==> config.mk <==
export PLATFORM = sky130hd
export DESIGN_NAME = lru_page_cache_top
export DESIGN_NICKNAME = d
export VERILOG_FILES = /design/src/sv/lpc_pkg.sv /design/src/sv/lpc_resident_map.sv /design/src/sv/lpc_list_engine.sv /design/src/sv/lru_page_cache_top.sv
export VERILOG_INCLUDE_DIRS = /design/src /design/src/sv
export SDC_FILE = /design/constraint.sdc
export NUM_CORES = 2
export LEC_CHECK = 0
export ABC_AREA = 1
export CAP_MARGIN = 20
export CORE_MARGIN = 2
export CORE_UTILIZATION = 54
export CTS_BUF_LIST = sky130_fd_sc_hd__clkbuf_2 sky130_fd_sc_hd__clkbuf_4 sky130_fd_sc_hd__clkbuf_8
export DETAILED_ROUTE_END_ITERATION = 8
export DONT_BUFFER_PORTS = 1
export PLACE_DENSITY = 0.83
export RECOVER_POWER = 100
export SLEW_MARGIN = 15
export SYNTH_ARGS = -nofsm -noshare
export SYNTH_HDL_FRONTEND = slang
export SYNTH_HIERARCHICAL = 1
export SYNTH_SLANG_ARGS = --single-unit
==> constraint.sdc <==
create_clock -name clk -period 30.6 [get_ports clk]
set_clock_uncertainty 0.05 [all_clocks]
set_input_delay 4.59 -clock clk [delete_from_list [all_inputs] [get_ports clk]]
set_output_delay 4.59 -clock clk [all_outputs]
set_load 0.01 [all_outputs]
==> src/sv/lru_page_cache_top_macros.svh <==
// ---------------------------------------------------------------------------
// Assertion macros for the LRU page cache
// ---------------------------------------------------------------------------
`ifndef LRU_PAGE_CACHE_TOP_MACROS_SVH
`define LRU_PAGE_CACHE_TOP_MACROS_SVH
`ifndef SYNTHESIS
`define LPC_ASSERT_IMP(label, clk, rst_n, ante, cons) \
  label: assert property (@(posedge clk) disable iff (!rst_n) (ante) |-> (cons)) \
    else $error("assertion failed");
`define LPC_ASSERT_NXT(label, clk, rst_n, ante, cons) \
  label: assert property (@(posedge clk) disable iff (!rst_n) (ante) |=> (cons)) \
    else $error("assertion failed");
`else
`define LPC_ASSERT_IMP(label, clk, rst_n, ante, cons)
`define LPC_ASSERT_NXT(label, clk, rst_n, ante, cons)
`endif
`endif

==> src/sv/lpc_pkg.sv <==
// ---------------------------------------------------------------------------
// LRU page cache package
// Widths and capacity shared by the cache files.
// ---------------------------------------------------------------------------
`default_nettype none
package lpc_pkg;
  localparam int Capacity  = 16;
  localparam int PageCount = 1024;
  localparam int PageW     = 10;
  localparam int CntW      = $clog2(Capacity + 1);
  localparam int IdxW      = (Capacity > 1) ? $clog2(Capacity) : 1;
  localparam int PmapW     = $clog2(PageCount);
  localparam int SizeW     = 5;
  localparam logic [0:0] RegCacheSize = 1'b0;
endpackage
`default_nettype wire

==> src/sv/lpc_resident_map.sv <==
// ---------------------------------------------------------------------------
// Residency map
// One bit per page in a synchronous memory, cleared by a sweep.
// ---------------------------------------------------------------------------
`default_nettype none
module lpc_resident_map import lpc_pkg::*; (
  input  wire logic             clk,
  input  wire logic             rst_n,
  input  wire logic             clr_start,
  output logic                  clr_busy,
  input  wire logic [PmapW-1:0] rd_addr,
  output logic                  rd_data,
  input  wire logic             wr_en,
  input  wire logic [PmapW-1:0] wr_addr,
  input  wire logic             wr_data
);
  logic             mem [PageCount];
  logic [PmapW-1:0] clr_ptr_r;
  logic             clr_busy_r;

  // sweep the map one entry a cycle
  always_ff @(posedge clk) begin
    if (!rst_n) begin
      clr_busy_r <= 1'b1;
      clr_ptr_r  <= '0;
    end else if (clr_start) begin
      clr_busy_r <= 1'b1;
      clr_ptr_r  <= '0;
    end else if (clr_busy_r) begin
      clr_ptr_r <= clr_ptr_r + 1'b1;
      if (clr_ptr_r == PmapW'(PageCount - 1)) clr_busy_r <= 1'b0;
    end
  end

  // memory port: clear has priority over writes
  always_ff @(posedge clk) begin
    if (clr_busy_r) mem[clr_ptr_r] <= 1'b0;
    else if (wr_en) mem[wr_addr] <= wr_data;
    rd_data <= mem[rd_addr];
  end

  assign clr_busy = clr_busy_r;
endmodule
`default_nettype wire

==> src/sv/lpc_list_engine.sv <==
// ---------------------------------------------------------------------------
// Recency list engine
// Holds the recency list, searches it one entry a cycle and reorders it.
// ---------------------------------------------------------------------------
`default_nettype none
module lpc_list_engine import lpc_pkg::*; (
  input  wire logic             clk,
  input  wire logic             rst_n,
  input  wire logic             flush,
  input  wire logic [SizeW-1:0] cache_size,
  input  wire logic             start,
  input  wire logic [PageW-1:0] page,
  input  wire logic             resident,
  output logic                  done,
  output logic                  hit,
  output logic                  ev_valid,
  output logic [PageW-1:0]      ev_page,
  output logic [CntW-1:0]       count
);
  typedef enum logic [1:0] {S_IDLE, S_SCAN, S_SHIFT} state_t;
  state_t                state_r;
  logic [PageW-1:0]      list_r [Capacity];
  logic [CntW-1:0]       count_r;
  logic [IdxW-1:0]       pos_r;
  logic [CntW-1:0]       lim;
  logic                  done_r, hit_r, evv_r;
  logic [PageW-1:0]      evp_r, page_r;

  // effective size clamped to one..capacity
  always_comb begin
    if (cache_size == '0) lim = CntW'(1);
    else if (32'(cache_size) > Capacity) lim = CntW'(Capacity);
    else lim = CntW'(cache_size);
  end

  // list shift line: entries below pos move one place toward the tail
  always_ff @(posedge clk) begin
    if (state_r == S_SHIFT) begin
      for (int i = Capacity - 1; i > 0; i--) begin
        if (IdxW'(i) <= pos_r) list_r[i] <= list_r[i-1];
      end
      list_r[0] <= page_r;
    end
  end

  // search / insert sequencer
  always_ff @(posedge clk) begin
    if (!rst_n || flush) begin
      state_r <= S_IDLE;
      count_r <= '0;
      done_r  <= 1'b0;
    end else begin
      done_r <= 1'b0;
      unique case (state_r)
        S_IDLE: if (start) begin
          page_r  <= page;
          pos_r   <= '0;
          hit_r   <= 1'b0;
          evv_r   <= 1'b0;
          evp_r   <= '0;
          state_r <= S_SCAN;
        end
        S_SCAN: begin
          if (resident && 32'(pos_r) < 32'(count_r) && list_r[pos_r] == page_r) begin
            hit_r   <= 1'b1;
            state_r <= S_SHIFT;
          end else if (resident && 32'(pos_r) + 1 < 32'(count_r)) begin
            pos_r <= pos_r + 1'b1;
          end else begin
            // miss: evict tail if full, then insert
            if (count_r >= lim) begin
              evv_r   <= 1'b1;
              evp_r   <= list_r[IdxW'(count_r - 1'b1)];
              pos_r   <= IdxW'(count_r - 1'b1);
              count_r <= count_r;
            end else begin
              pos_r   <= IdxW'(count_r);
              count_r <= count_r + 1'b1;
            end
            state_r <= S_SHIFT;
          end
        end
        S_SHIFT: begin
          done_r  <= 1'b1;
          state_r <= S_IDLE;
        end
        default: state_r <= S_IDLE;
      endcase
    end
  end

  assign done     = done_r;
  assign hit      = hit_r;
  assign ev_valid = evv_r;
  assign ev_page  = evp_r;
  assign count    = count_r;
endmodule
`default_nettype wire

==> src/sv/lru_page_cache_top.sv <==
// ---------------------------------------------------------------------------
// LRU page cache top level
// Recency list with a page residency map and stream/APB ports.
// ---------------------------------------------------------------------------
// channel | dir | word
// in_     | in  | tdata[9:0] page
// out_    | out | tdata[0] hit, [1] evicted_valid, [11:2] evicted_page
// cfg_    | in  | APB, reg 0 cache_size at 0x0
// Each item goes through the map lookup, the list search over the entries
// passed over on a resident page, and the list shift; an evicted page adds a
// map clear. The result word is registered when the list engine is done, and
// a new item is accepted only after the referenced page is set in the map.
// After reset or a cache_size write the map sweep runs and no items are taken.
// A waiting result holds the next item until taken.
// ---------------------------------------------------------------------------
`default_nettype none
`include "lru_page_cache_top_macros.svh"
module lru_page_cache_top import lpc_pkg::*; (
  input  wire logic        clk,
  input  wire logic        rst_n,
  input  wire logic        in_tvalid,
  output logic             in_tready,
  input  wire logic [15:0] in_tdata,   // page[9:0]
  output logic             out_tvalid,
  input  wire logic        out_tready,
  output logic [15:0]      out_tdata,  // hit, evicted_valid, evicted_page[11:2]
  input  wire logic        cfg_psel,
  input  wire logic        cfg_penable,
  input  wire logic        cfg_pwrite,
  input  wire logic [0:0]  cfg_paddr,
  input  wire logic [31:0] cfg_pwdata,
  output logic [31:0]      cfg_prdata,
  output logic             cfg_pready
);
  typedef enum logic [2:0] {T_IDLE, T_LOOK, T_RUN, T_OUT} tstate_t;
  tstate_t          st_r;
  logic [SizeW-1:0] size_r;
  logic             cfg_wr;
  logic             clr_busy, rd_res, map_we, map_wd;
  logic [PmapW-1:0] map_wa;
  logic [PageW-1:0] page_r;
  logic             start, done, hit, evv;
  logic [PageW-1:0] evp;
  logic [CntW-1:0]  count;
  logic             outv_r;
  logic [11:0]      outd_r;
  logic             ev_clr_r;
  logic [PageW-1:0] evp_r;

  assign cfg_pready = 1'b1;
  assign cfg_wr = cfg_psel & cfg_penable & cfg_pwrite & (cfg_paddr == RegCacheSize);
  assign cfg_prdata = {27'd0, size_r};

  // hold configuration register
  always_ff @(posedge clk) begin
    if (!rst_n) size_r <= SizeW'(16);
    else if (cfg_wr) size_r <= cfg_pwdata[SizeW-1:0];
  end

  lpc_resident_map u_map (
    .clk, .rst_n, .clr_start(cfg_wr), .clr_busy,
    .rd_addr(page_r[PmapW-1:0]), .rd_data(rd_res),
    .wr_en(map_we), .wr_addr(map_wa), .wr_data(map_wd)
  );

  assign start = (st_r == T_LOOK);
  lpc_list_engine u_list (
    .clk, .rst_n, .flush(cfg_wr), .cache_size(size_r),
    .start, .page(page_r), .resident(rd_res), .done, .hit,
    .ev_valid(evv), .ev_page(evp), .count
  );

  // map writes: clear evicted page, then set referenced page
  always_comb begin
    map_we = 1'b0; map_wa = page_r[PmapW-1:0]; map_wd = 1'b1;
    if (ev_clr_r) begin
      map_we = 1'b1; map_wa = evp_r[PmapW-1:0]; map_wd = 1'b0;
    end else if (st_r == T_OUT) begin
      map_we = 1'b1;
    end
  end

  assign in_tready = (st_r == T_IDLE) && !clr_busy && !outv_r;

  // sequence one reference
  always_ff @(posedge clk) begin
    if (!rst_n || cfg_wr) begin
      st_r <= T_IDLE; outv_r <= 1'b0; ev_clr_r <= 1'b0;
    end else begin
      ev_clr_r <= 1'b0;
      if (outv_r && out_tready) outv_r <= 1'b0;
      unique case (st_r)
        T_IDLE: if (in_tvalid && in_tready) begin
          page_r <= in_tdata[PageW-1:0];
          st_r   <= T_LOOK;
        end
        T_LOOK: st_r <= T_RUN;
        T_RUN: if (done) begin
          outv_r   <= 1'b1;
          outd_r   <= {(evv ? evp : PageW'(0)), evv, hit};
          evp_r    <= evp;
          ev_clr_r <= evv;
          st_r     <= T_OUT;
        end
        T_OUT: if (!ev_clr_r) st_r <= T_IDLE;
        default: st_r <= T_IDLE;
      endcase
    end
  end

  assign out_tvalid = outv_r;
  assign out_tdata  = {4'd0, outd_r};

  `LPC_ASSERT_IMP(a_no_accept_busy, clk, rst_n, clr_busy, !in_tready)
  `LPC_ASSERT_IMP(a_count_cap, clk, rst_n, 1'b1, 32'(count) <= Capacity)
  `LPC_ASSERT_NXT(a_done_out, clk, rst_n, done && !cfg_wr, out_tvalid)
endmodule
`default_nettype wire
======== Word-level counts from Yosys, hierarchy flattened ========
Memories as Yosys holds them, arrays and structs flattened. A register that Yosys moved wholly into a read port is not among the register bits.
Index checks and enable logic that the tools add are counted.
word-level totals
  bits in registers ....................... 87
  RAM bits ................................ 1184
  bits of input ports ..................... 56
  output and inout bits ................... 51
  word-level logic and storage cells ...... 190
  memories kept ........................... 2
memories
  memory         depth  width  read ports  clocked after Yosys merged registers in  wr ports  RTL line                RTL
  u_map.mem      1024   1      1           1                                        1         lpc_resident_map.sv:17  logic mem [PageCount];
  u_list.list_r  16     10     17          1                                        16        lpc_list_engine.sv:22   logic [PageW-1:0] list_r [Capacity];
operators by class
  add/sub/neg operators ................... 5
  $lt $le $gt $ge ......................... 19
  equality and inequality tests ........... 16
  mux-type cells .......................... 92
  bitwise gates (word level) .............. 11
  reduce and logical (&&, ||, !) cells .... 27
operator list
  operator                 number
  $mux W1                  67
  $mux W10                 6
  $le A4 B4 Y1 const A     8
  $mux W4                  5
  $pmux W10 S2             1
  $le A3 B4 Y1 const A     4
  $pmux W3 S4              1
  $reduce_and A3 Y1        4
  $reduce_and A4 Y1        3
  $add A10 B1 Y10 const B  1
  $eq A10 B10 Y1           1
  $eq A10 B10 Y1 const B   1
  $mux W5                  2
  $mux W3                  3
  $le A2 B4 Y1 const A     2
  $ne A2 B1 Y1 const B     4
  $ne A2 B2 Y1 const B     4
  $not A1 Y1               8
  $pmux W4 S2              1
  $logic_and A1 B1 Y1      7
  $eq A3 B2 Y1 const B     2
  $mux W2                  3
  $reduce_and A6 Y1        1
  $add A4 B1 Y5 const B    1
  25 further kinds         30

======== Depth between registers and ports, before layout ========
  word-level depth ........................ 9
  gate-level depth with buffers ........... 18
  gate-level depth less buffers ........... 16

======== Cells and area by module ========
The synthesis kept the hierarchy.
modules (own cells, without submodules)
  module              times used  cells each  area an instance (µm²)  seq. area each (µm²)
  lpc_resident_map    1           4783        46871.2                 30989.7
  lpc_list_engine     1           1102        10184.8                 5825.6
  lru_page_cache_top  1           182         1888.1                  1141.1

======== Worst setup path after synthesis ========
Ideal clock, no wire load.
  kind .................................... register to register
  start point ............................. register st_r[0]
  end point ............................... memory u_map.mem[0] (data pin)
  library setup time ...................... 4984 ps
  arrival ................................. 24580 ps
  required time ........................... 25566 ps
  slack ................................... 986 ps
  cell stages (with the launch flop) ...... 7
  path buffers ............................ 1
  period minus slack after synthesis ...... 29614 ps
  cell sequence ........................... dfxtp_1 ha_1 inv_1 nand2_1 nand2_4 buf_6 nor2_1
between the ends
  cells in the longest elaborated chain, start to end .. 8
ends and longest elaborated chain
  element                            RTL line                  RTL
  start, declared                    lru_page_cache_top.sv:36  tstate_t st_r;
  start signal, assigned             lru_page_cache_top.sv:88  st_r <= T_IDLE; outv_r <= 1'b0; ev_clr_r <= 1'b0;
  start signal, assigned             lru_page_cache_top.sv:95  st_r <= T_LOOK;
  start signal, assigned             lru_page_cache_top.sv:97  T_LOOK: st_r <= T_RUN;
  $eq A3 B2 Y1                       lru_page_cache_top.sv:78  end else if (st_r == T_OUT) begin
  $mux W1                            lru_page_cache_top.sv:78
  $mux W1                            lru_page_cache_top.sv:76  if (ev_clr_r) begin
  via map_we                         lru_page_cache_top.sv:39  logic clr_busy, rd_res, map_we, map_wd;
  $mux W1                            lpc_resident_map.sv:38    else if (wr_en) mem[wr_addr] <= wr_data;
  $mux W1                            lpc_resident_map.sv:37    if (clr_busy_r) mem[clr_ptr_r] <= 1'b0;
  $mux W1 (not written as such)      lpc_resident_map.sv:38
  $reduce_or A1 Y1 (no source line)  --
  $mux W1 (no source line)           --
  end, declared                      lpc_resident_map.sv:17
The timed path passes the listed nets, and every way through them passes these cells.

======== Worst setup path in the final report ========
  start point ............................. register ev_clr_r
  end point ............................... memory u_map.mem[4] (data pin)
between the ends
  cells in the longest elaborated chain, start to end .. 6
  elaborated cells on any way between the ends .. 7
  those cells by class .................... mux: 6; reduce/logical: 1
ends and longest elaborated chain
  element                            RTL line                   RTL
  start, declared                    lru_page_cache_top.sv:47   logic ev_clr_r;
  start signal, assigned             lru_page_cache_top.sv:102  ev_clr_r <= evv;
  $mux W1                            lru_page_cache_top.sv:76
  via map_we                         lru_page_cache_top.sv:39
  $mux W1                            lpc_resident_map.sv:38
  $mux W1                            lpc_resident_map.sv:37
  $mux W1 (not written as such)      lpc_resident_map.sv:38
  $reduce_or A1 Y1 (no source line)  --
  $mux W1 (no source line)           --
The timed path passes the listed nets, and every way through them passes these cells.

==> results.toml <==
[cts]
cts_made_buffers = 196
clock_tree.root_cell = "sky130_fd_sc_hd__clkbuf_8"
tritoncts_num_sinks = 1275
tritoncts = "yes"
holdBufCountCts = 0
clock_insertion_delay_worst_skew_ns = 0.89
cts.clk_slew.worst_paths_ns = 0.06
h-tree-depth = 4
cts_resized = 0
cts_max_path_buffers = 3
cts.repair_timing.setup_buffer_count = 0

[synth]
ys.warnings.count = 6
postSynthRegisterBits = 1275
ys_dominant_reg_cell = "sky130_fd_sc_hd__edfxtp_1"
synth_top_area_share_pct = 63.3
syn_area_um2 = 58900
most_frequently_used_cell_type_in_the_post_synthesis_netlist = "sky130_fd_sc_hd__nand2_1"
netlist_instances = 6067
synth_cell_type_count = 46
synth-seq-area-share_pct = 64.4
ys_async_sr_fraction_pct = 0
avgSynthCellArea_um2 = 9.72
synth_edf_count = 1242
yosys.area.top_type = "sky130_fd_sc_hd__edfxtp_1"
synth_commonest_cells = "sky130_fd_sc_hd__nand2_1, sky130_fd_sc_hd__edfxtp_1, sky130_fd_sc_hd__nand3_1"
synth_top_cells_by_area = "sky130_fd_sc_hd__edfxtp_1, sky130_fd_sc_hd__nand3_1, sky130_fd_sc_hd__nand2_1"

[critical_path]
worst-r2r-setup-slack_ns = 15.74
crit_path_start_kind = "register"
worstReg2RegEnd = "u_map/mem[4]$_DFFE_PP_"
cp_top_family = "buffers and inverters"
critPathMaxStageDelay_ns = 7.13
crit_buf_inv = 3
ff2ff_path_depth = 6
critical_path.max_fanout = 295
critical_path.slowest_cell = "sky130_fd_sc_hd__clkbuf_1"
critPathArrivalTime_ns = 13.99
critical_path_class = "reg -> reg"
cp.required_ns = 29.73
crit_chain = "inv_1, nand2_1, nand2_1, nor2_1, clkbuf_1, clkbuf_1"
end_kind = "register"
timing.rr.start = "ev_clr_r$_SDFF_PP0_"

[timing]
report.final.setup_viol = 0
timing_hold_violations_final = 0
fmax_mhz = 67.3
final.setup.tns_ns = 0
timing.final.crit_share_pct = 48.6
worstMarginPinSlew_ns = 10.30
min_period_ns = 14.86
grt_setup_unrepaired = "no"
number_of_pins_with_negative_max_slew_slack_in_the_final_report = 2512
maxSlewHeadroom_pct = -587

[power]
power.switching_fraction_pct = 20.8
peakVddDrop_mv = 0.0357
combinational_group_share_of_total_power_pct = 0.7
power.total_uw = 3310
power_frac_seq_pct = 57.1
cellInternalPower_uw = 2620
p_per_cell_area_nw_per_um2 = 52.6
p_sw_uw = 686
static-leakage-power_uw = 0.0213
power.share.clock_pct = 42.2

[final_layout]
area.growth.synth_to_final_pct = 6.64
finalNetCount = 5953
drive_above_1_share_pct = 6.65
num-fill-cells = 8501

[detailed_routing]
detailedRoute.firstIterationViolations = 7196
vias = 45200
drt-pass1-iter-count = 8
drt.antenna.violating_nets = 0
route.detailed.wl_per_inst_um = 21.2
totalWireLength_um = 158000
route.detailed.drc = 0
route.detailed.vias_per_inst = 6.07

[floorplan]
top_level_ports = 107
floorplan.initialDensity_pct = 54.3
dieArea_um2 = 112000
fp.coreArea_um2 = 109000
x_dimension_of_the_die_um = 334
die_h_um = 334
std_cell_rows = 121

[place]
place.gp.congestion = 0.857
dp_hpwl_um = 81000
numPortBuffers = 0

[run]
cap_violations = 46

[min_path]
hold_sp = "u_list/list_r[12][2]$_DFFE_PP_"
min_delay_path_depth = 0
min_delay_worst_endpoint = "u_list/list_r[13][2]$_DFFE_PP_"
min-delay-path-class = "reg -> reg"

[grt]
grt_pass1_wl_um = 236000
global_route.overflow_total = 0
global_route.usage.total_pct = 27.3
antenna_found_initial = 4
grt_pass1_vias = 42600
grt_max_degree = 296

[status]
violations = "capacitance limit, slew limit"
outcome = "finished, violations left"
-- kinds of logic (layout without fill, tap and decap cells) --
kind of cell | count (synthesis) | count (layout) | share of synthesized area, %
simple gates | 3712 | 3712 | 26.5
flops | 1275 | 1275 | 64.4
buf+inv | 757 | 688 | 5.58
compound gates | 292 | 292 | 2.89
fa+ha+maj | 23 | 23 | 0.488
xor+xnor | 6 | 6 | 0.0892
other cells | 2 | 36 | 0.0127
-- area by class of cell --
cell class	count	area, um2	area share [%]
Tap cell	1414	1770	2.81
Antenna cell	4	10.0	0.0159
Inverter	240	921	1.47
Clock buffer	255	3190	5.08
Timing Repair Buffer	96	643	1.02
Sequential cell	1275	38000	60.4
Clock inverter	97	622	0.989
Multi-Input combinational cell	4065	17700	28.2
-- flip-flops by register name, summed over array words and instances, names as in the netlist, named ones only --
name and count:
u_map/mem 1024, u_list/pos_r 4, ev_clr_r 1, u_list/list_r 160, u_list/done 1, u_list/count 5, st_r 2, size_r 5
outd_r 12, u_map/clr_ptr_r 10, page_r 10, u_list/ev_valid 1, out_tvalid 1, u_list/hit 1, u_map/rd_data 1, u_list/ev_page 10
evp_r 10, u_list/page_r 10, u_map/clr_busy 1, u_list/state_r 2
-- layout by cell type, fill, tap and decap left out, types with 5 or more instances in the layout --
cell	instances
sky130_fd_sc_hd__nand2_1	1387
sky130_fd_sc_hd__nand3_1	1151
sky130_fd_sc_hd__buf_4	18
sky130_fd_sc_hd__nor2_1	1092
sky130_fd_sc_hd__clkbuf_1	63
sky130_fd_sc_hd__bufinv_16	6
sky130_fd_sc_hd__o21ai_0	117
sky130_fd_sc_hd__clkbuf_4	51
sky130_fd_sc_hd__clkinv_2	28
sky130_fd_sc_hd__buf_8	7
sky130_fd_sc_hd__o211ai_1	55
sky130_fd_sc_hd__xor2_1	5
sky130_fd_sc_hd__conb_1	32
sky130_fd_sc_hd__o21ai_2	5
sky130_fd_sc_hd__inv_1	219
sky130_fd_sc_hd__dfxtp_1	31
sky130_fd_sc_hd__nor3_1	23
sky130_fd_sc_hd__edfxtp_1	1242
sky130_fd_sc_hd__ha_1	22
sky130_fd_sc_hd__clkinvlp_4	5
sky130_fd_sc_hd__buf_12	5
sky130_fd_sc_hd__nand3_2	7
sky130_fd_sc_hd__inv_2	10
sky130_fd_sc_hd__a21oi_1	98
sky130_fd_sc_hd__clkbuf_8	204
sky130_fd_sc_hd__clkinv_1	58
sky130_fd_sc_hd__nand4_1	10
sky130_fd_sc_hd__nor2_2	27
-- metal layers --
layer / track usage [%] / wire [um]
met4: 15.1 / 8550
met5: 0 / 0
met2: 44.6 / 74300
met1: 33.8 / 53700
met3: 6.26 / 21600
-- power groups by stage --
stage	sequential (uW)	combinational (uW)	clock (uW)
finish	1890	24.3	1400
global route	1890	24.9	1470
CTS	1890	25.0	1400
detailed placement	1920	25.0	0
global placement	1920	23.9	0
floorplan	1920	17.7	0
-- how the worst max path moves through the flow --
stage,from,endpoint,depth (start not counted)
global placement,cfg_paddr,u_list/ev_page[6]$_SDFFCE_PN0P_,10
finish,ev_clr_r$_SDFF_PP0_,u_map/mem[4]$_DFFE_PP_,6
CTS,st_r[0]$_SDFFE_PP0P_,in_tready,4
global route,ev_clr_r$_SDFF_PP0_,u_map/mem[48]$_DFFE_PP_,6
detailed placement,cfg_paddr,u_list/ev_page[8]$_SDFFCE_PN0P_,10
floorplan,st_r[0]$_SDFFE_PP0P_,u_map/mem[0]$_DFFE_PP_,6
-- metrics by stage --
stage / hold WS (ns) / worst slack [ns] / instance area, um2 / util (%) / instances
3_3_place_gp: 0.379 / 23.56 / 59200 / 54.6 / 7064
2_1_floorplan: 0.350 / 0.986 / 59100 / - / 6097
3_5_place_dp: 0.382 / 23.49 / 59300 / 54.6 / 7069
6_report: 0.396 / 15.74 / 62900 / 57.9 / 7446
4_1_cts: 0.396 / 24.15 / 63100 / 58.1 / 7421
5_1_grt: 0.405 / 14.38 / 62900 / 57.9 / 7445
(Power assumes the default switching activity.)
